`src/rtl/rmb_pkg.sv`:
```
// Shared types, constants and helper functions for the rotation matrix builder.
// No dependencies; every other file imports this package.
`default_nettype none
package rmb_pkg;

  localparam int CORDIC_STAGES_DEF = 16;
  localparam int ATAN_ENTRIES      = 24;

  // CORDIC start value: the inverse gain in Q3.30.
  localparam logic signed [33:0] GAIN_Q30 = 34'sd652032874;
  // One in Q1.14.
  localparam logic signed [15:0] ONE_Q14  = 16'sd16384;

  typedef enum logic [1:0] {
    CMD_AXIS_ANGLE = 2'd0,
    CMD_EULER_XYZ  = 2'd1,
    CMD_EULER_YXZ  = 2'd2,
    CMD_ZERO       = 2'd3
  } cmd_e;

  // Arctangent of 2^-i, a full turn is 2^32.
  function automatic logic signed [31:0] atan_f(input logic [4:0] idx);
    logic signed [31:0] v;
    case (idx)
      5'd0:  v = 32'sh20000000;
      5'd1:  v = 32'sh12E4051D;
      5'd2:  v = 32'sh09FB385B;
      5'd3:  v = 32'sh051111D4;
      5'd4:  v = 32'sh028B0D43;
      5'd5:  v = 32'sh0145D7E1;
      5'd6:  v = 32'sh00A2F61E;
      5'd7:  v = 32'sh00517C55;
      5'd8:  v = 32'sh0028BE53;
      5'd9:  v = 32'sh00145F2E;
      5'd10: v = 32'sh000A2F98;
      5'd11: v = 32'sh000517CC;
      5'd12: v = 32'sh00028BE6;
      5'd13: v = 32'sh000145F3;
      5'd14: v = 32'sh0000A2F9;
      5'd15: v = 32'sh0000517C;
      5'd16: v = 32'sh000028BE;
      5'd17: v = 32'sh0000145F;
      5'd18: v = 32'sh00000A2F;
      5'd19: v = 32'sh00000517;
      5'd20: v = 32'sh0000028B;
      5'd21: v = 32'sh00000145;
      5'd22: v = 32'sh000000A2;
      5'd23: v = 32'sh00000051;
      default: v = 32'sh00000000;
    endcase
    return v;
  endfunction

  // Signed 16 x 16 product, kept at 34 bits.
  function automatic logic signed [33:0] mul16(input logic signed [15:0] a,
                                               input logic signed [15:0] b);
    logic signed [33:0] p;
    p = 34'(a) * 34'(b);
    return p;
  endfunction

  // Signed 34 x 18 product, kept at 52 bits.
  function automatic logic signed [51:0] mul34(input logic signed [33:0] a,
                                               input logic signed [17:0] b);
    logic signed [51:0] p;
    p = 52'(a) * 52'(b);
    return p;
  endfunction

endpackage
`default_nettype wire

```
`src/rtl/rmb_cordic.sv`:
```
// One sine/cosine lane: quadrant reduction, pipelined rotation-mode CORDIC and
// rounding with quadrant restore. Depends on rmb_pkg.
`default_nettype none
module rmb_cordic
  import rmb_pkg::*;
#(
  parameter int NSTG = CORDIC_STAGES_DEF
) (
  input  wire logic               clk_i,
  input  wire logic [15:0]        angle_i,
  output logic signed [15:0]      sin_o,
  output logic signed [15:0]      cos_o
);

  logic signed [33:0] x_q [NSTG+1];
  logic signed [33:0] y_q [NSTG+1];
  logic signed [31:0] z_q [NSTG+1];
  logic [1:0]         q_q [NSTG+1];

  logic [15:0] sum_d;
  logic [1:0]  quad_d;
  logic [15:0] res_d;

  // Quadrant reduction: residual angle lies in a quarter turn around zero.
  always_comb begin
    sum_d  = angle_i + 16'd8192;
    quad_d = sum_d[15:14];
    res_d  = angle_i - {quad_d, 14'd0};
  end

  always_ff @(posedge clk_i) begin
    x_q[0] <= GAIN_Q30;
    y_q[0] <= '0;
    z_q[0] <= {res_d, 16'd0};
    q_q[0] <= quad_d;
  end

  // One micro-rotation per register stage.
  for (genvar i = 0; i < NSTG; i++) begin : g_stage
    always_ff @(posedge clk_i) begin
      if (!z_q[i][31]) begin
        x_q[i+1] <= x_q[i] - (y_q[i] >>> i);
        y_q[i+1] <= y_q[i] + (x_q[i] >>> i);
        z_q[i+1] <= z_q[i] - atan_f(5'(i));
      end else begin
        x_q[i+1] <= x_q[i] + (y_q[i] >>> i);
        y_q[i+1] <= y_q[i] - (x_q[i] >>> i);
        z_q[i+1] <= z_q[i] + atan_f(5'(i));
      end
      q_q[i+1] <= q_q[i];
    end
  end

  logic signed [33:0] xr, yr;
  logic signed [17:0] xs, ys;
  logic signed [15:0] c_d, s_d, cq_d, sq_d;

  // Round to Q1.14, clamp to plus or minus one, then restore the quadrant.
  always_comb begin
    xr = x_q[NSTG] + 34'sd32768;
    yr = y_q[NSTG] + 34'sd32768;
    xs = 18'(xr >>> 16);
    ys = 18'(yr >>> 16);
    if (xs > 18'sd16384)       c_d = ONE_Q14;
    else if (xs < -18'sd16384) c_d = -ONE_Q14;
    else                       c_d = 16'(xs);
    if (ys > 18'sd16384)       s_d = ONE_Q14;
    else if (ys < -18'sd16384) s_d = -ONE_Q14;
    else                       s_d = 16'(ys);
    case (q_q[NSTG])
      2'd1:    begin cq_d = -s_d; sq_d = c_d;  end
      2'd2:    begin cq_d = -c_d; sq_d = -s_d; end
      2'd3:    begin cq_d = s_d;  sq_d = -c_d; end
      default: begin cq_d = c_d;  sq_d = s_d;  end
    endcase
  end

  always_ff @(posedge clk_i) begin
    cos_o <= cq_d;
    sin_o <= sq_d;
  end

endmodule
`default_nettype wire

```
`config.mk`:
```
export PLATFORM = sky130hd
export DESIGN_NAME = rmb_cordic
export DESIGN_NICKNAME = d
export VERILOG_FILES = /design/src/rtl/rmb_pkg.sv /design/src/rtl/rmb_cordic.sv
export SDC_FILE = /design/constraint.sdc
export NUM_CORES = 2
export LEC_CHECK = 0
export ABC_AREA = 0
export BUFFER_PORTS_ARGS = -buffer_cell sky130_fd_sc_hd__buf_2
export CORE_MARGIN = 4
export CORE_UTILIZATION = 70
export CTS_CLUSTER_SIZE = 24
export DETAILED_ROUTE_END_ITERATION = 6
export PLACE_DENSITY = 0.91
export SYNTH_ARGS = -nofsm -noshare
export SYNTH_HDL_FRONTEND = slang
export SYNTH_SLANG_ARGS = --single-unit
```
`constraint.sdc`:
```
create_clock -name clk_i -period 7 [get_ports clk_i]
set_input_delay 1.4 -clock clk_i [delete_from_list [all_inputs] [get_ports clk_i]]
set_output_delay 1.4 -clock clk_i [all_outputs]
set_load 0.02 [all_outputs]
```
==> impl_metrics.json <==
{
  "endpoint_kind": "flop",
  "globalplace.congestion": 1.04,
  "required_ns": 7.63,
  "die_height_um": 398,
  "dp_hpwl_um": 234000,
  "ys_warn_count": 0,
  "ys_ff_latch": 1453,
  "clock_path_buffers": 3,
  "crit_top_cell": "o21ai_1",
  "grt.total_usage_pct": 36.5,
  "grt_pass1_vias": 89600,
  "cts_buffers": 150,
  "critPathKind": "flop to flop",
  "post_cts_buffers": 0,
  "min_path_type": "flop to flop",
  "timing.rr.end": "x_q[11][30]$_DFF_P_",
  "syn-num-nets": 13900,
  "syn_to_final_growth_pct": 6.97,
  "dr.pass1.iters": 7,
  "synth_cells": 12500,
  "crit_slowest_cell": "a2111oi_0",
  "yosysSeqAreaShare_pct": 27.4,
  "grt.overflow.total": 0,
  "antenna_found_initial": 18,
  "multi_input_area_um2": 74400,
  "fin_crit_ns": 5.56,
  "maxCapViolCount": 0,
  "grt_pass1_wl_um": 473000,
  "drc": 1,
  "cts_hold_buf": 0,
  "slew-limit-headroom_pct": 18.0,
  "wirelength_um": 299000,
  "synthTopCellsByCount": "dfxtp_1, a21oi_1, ha_1, xnor2_1, nor2_1",
  "synth_cell_type_count": 109,
  "worstMarginPinSlew_ns": 1.20,
  "h-tree-depth": 4,
  "seqCellArea_um2": 29100,
  "drive_gt1_share_pct": 4.03,
  "reg2reg_setup_slack_ns": 1.44,
  "arrival_ns": 6.20,
  "yosysTopAreaCell": "dfxtp_1",
  "finalSetupTns_ns": 0,
  "startpoint_type": "flop",
  "hold_end": "q_q[12][0]$_DFF_P_",
  "synthTopCellsByArea": "dfxtp_1, ha_1, xnor2_1, a21oi_1, xor2_1",
  "start_util_pct": 70.7,
  "path_clk_slew_ns": 0.06,
  "finalHoldViolCount": 0,
  "skew_ns": 0.0417,
  "holdPathStages": 0,
  "synthArstFlopShare_pct": 0,
  "coreArea_um2": 150000,
  "routed-via-count": 94200,
  "finalSetupViolations": 0,
  "cts_tree": "built",
  "grt_max_degree": 72,
  "postRouteAntennaNets": 0,
  "fp.dieW_um": 398,
  "worstHoldStart": "q_q[11][0]$_DFF_P_",
  "r2r.worst_path.cells": 14,
  "fmax_ghz": 0.180,
  "initialDrtViolationCount": 8989,
  "r2r_start": "z_q[10][31]$_DFF_P_",
  "fin_crit_sh_pct": 79.5,
  "finalNetCount": 13900,
  "cts_resized": 0,
  "cts_root_buf": "clkbuf_16",
  "placementRows": 142,
  "die-area_um2": 158000,
  "status": "finished, violations left",
  "failed_checks": "design-rule violations",
  "synth.most_common_cell": "dfxtp_1",
  "syn_area_um2": 106000,
  "yosysTopAreaCellShare_pct": 27.4,
  "fillers": 10700,
  "cts.sinks": 1453,
  "avgSynthCellArea_um2": 8.50,
  "max_stage_delay_ns": 0.90,
  "port_buffers": 48,
  "synth_edf_count": 0,
  "wl_per_cell_um": 20.4,
  "drv_slew": 0,
  "synth_ff_type": "dfxtp_1",
  "io_pins": 49,
  "rsz0062_at_grt": "false",
  "crit_chain": "buf_4, mux2_2, fa_1, a21o_1, a21oi_1, o21ai_1, a2111oi_0, nor4_1, o2111a_1, o21ai_1, o21ai_1, a2111oi_0, nor3_1, xor2_1",
  "cp_max_fo": 60,
  "vias_per_cell": 6.42,
  "insertion_delay_ns": 0.80
}
layout make-up:
| type | instances | area share (%) |
|---|---|---|
| Sequential cell | 1453 | 25.6 |
| Inverter | 530 | 1.75 |
| Antenna cell | 4 | 0.00881 |
| Timing Repair Buffer | 75 | 0.390 |
| Clock inverter | 75 | 0.850 |
| Clock buffer | 196 | 3.72 |
| Tap cell | 2016 | 2.22 |
| Multi-Input combinational cell | 10300 | 65.5 |
worst max path at each step:
stage,start,to,slack (ns),cells past startpoint
6_report,z_q[10][31]$_DFF_P_,x_q[11][30]$_DFF_P_,1.44,14
3_5_place_dp,y_q[12][15]$_DFF_P_,x_q[13][33]$_DFF_P_,1.69,21
5_1_grt,y_q[12][15]$_DFF_P_,x_q[13][33]$_DFF_P_,1.10,21
4_1_cts,y_q[12][15]$_DFF_P_,x_q[13][33]$_DFF_P_,1.62,21
3_3_place_gp,y_q[12][15]$_DFF_P_,x_q[13][33]$_DFF_P_,1.71,21
2_1_floorplan,z_q[2][31]$_DFF_P_,y_q[3][33]$_DFF_P_,2.57,17
critical path, delay by kind of cell, from the launching register on:
| kind | cells | cell delay (ns) |
|---|---|---|
| AOI/OAI and AO/OA | 8 | 2.72 |
| DFF | 1 | 0.62 |
| buffers and inverters | 1 | 0.61 |
| adders and majority gates | 1 | 0.44 |
| muxes | 1 | 0.43 |
| and+or+nand+nor | 2 | 0.38 |
| xor gates and xnor gates | 1 | 0.18 |
cell families after synthesis:
family | after synthesis | synth area share [%]
muxes | 108 | 1.17
and+or+nand+nor | 3234 | 14.6
adders and majority gates | 1394 | 16.7
DFF | 1453 | 27.4
xor gates and xnor gates | 1797 | 14.8
buffers and inverters | 731 | 2.61
AOI/OAI and AO/OA | 3784 | 22.7
state kept, by name (all words and copies together), names as in the netlist:
| signal | count |
|---|---|
| x_q | 469 |
| y_q | 496 |
| cos_o | 16 |
| q_q | 34 |
| sin_o | 16 |
| z_q | 422 |
routing by layer:
layer	up-vias	share of wire (%)	track usage, %
met3	903	9.8	8.58
met5	-	0.031	0
met1	43900	42	47.7
li1	45100	-	-
met2	4283	44	58.2
met4	16	4.4	14.7
stage by stage:
| stage | util, % | cell area [um^2] | setup WS (ns) | std cells | hold WS (ns) |
|---|---|---|---|---|---|
| finish | 75.6 | 114000 | 1.44 | 14700 | 0.325 |
| detailed placement | 72.2 | 108000 | 1.69 | 14400 | 0.312 |
| global placement | 72.2 | 108000 | 1.71 | 14400 | 0.310 |
| global route | 75.6 | 114000 | 1.10 | 14700 | 0.330 |
| CTS | 75.6 | 114000 | 1.62 | 14700 | 0.327 |
| floorplan | - | 106000 | 2.57 | 12500 | 0.310 |
layout by cell type, fill, tap and decap left out, types with 50 or more instances in the layout:
master / synthesis / routed
and3_1: 117 / 117
nand3_1: 197 / 197
a21o_1: 619 / 619
nand2b_1: 174 / 174
ha_1: 1353 / 1353
nand2_1: 549 / 549
clkbuf_16: 0 / 152
xor2_1: 619 / 619
inv_1: 527 / 527
nor3_1: 372 / 372
nand4_1: 76 / 76
o21ai_0: 545 / 545
o21bai_1: 192 / 192
mux2_2: 57 / 57
o31ai_1: 50 / 50
a211oi_1: 108 / 108
nor4_1: 104 / 104
a31oi_1: 135 / 135
nor2_1: 1166 / 1166
and2_1: 78 / 78
or3_1: 63 / 63
a21oi_1: 1353 / 1353
dfxtp_1: 1453 / 1438
nor2b_1: 149 / 149
xnor2_1: 1178 / 1178
o21a_1: 245 / 245
Power is left out: the tool's default activity adds up to more than one toggle a clock period on the data nets, which glitch-free logic cannot reach.
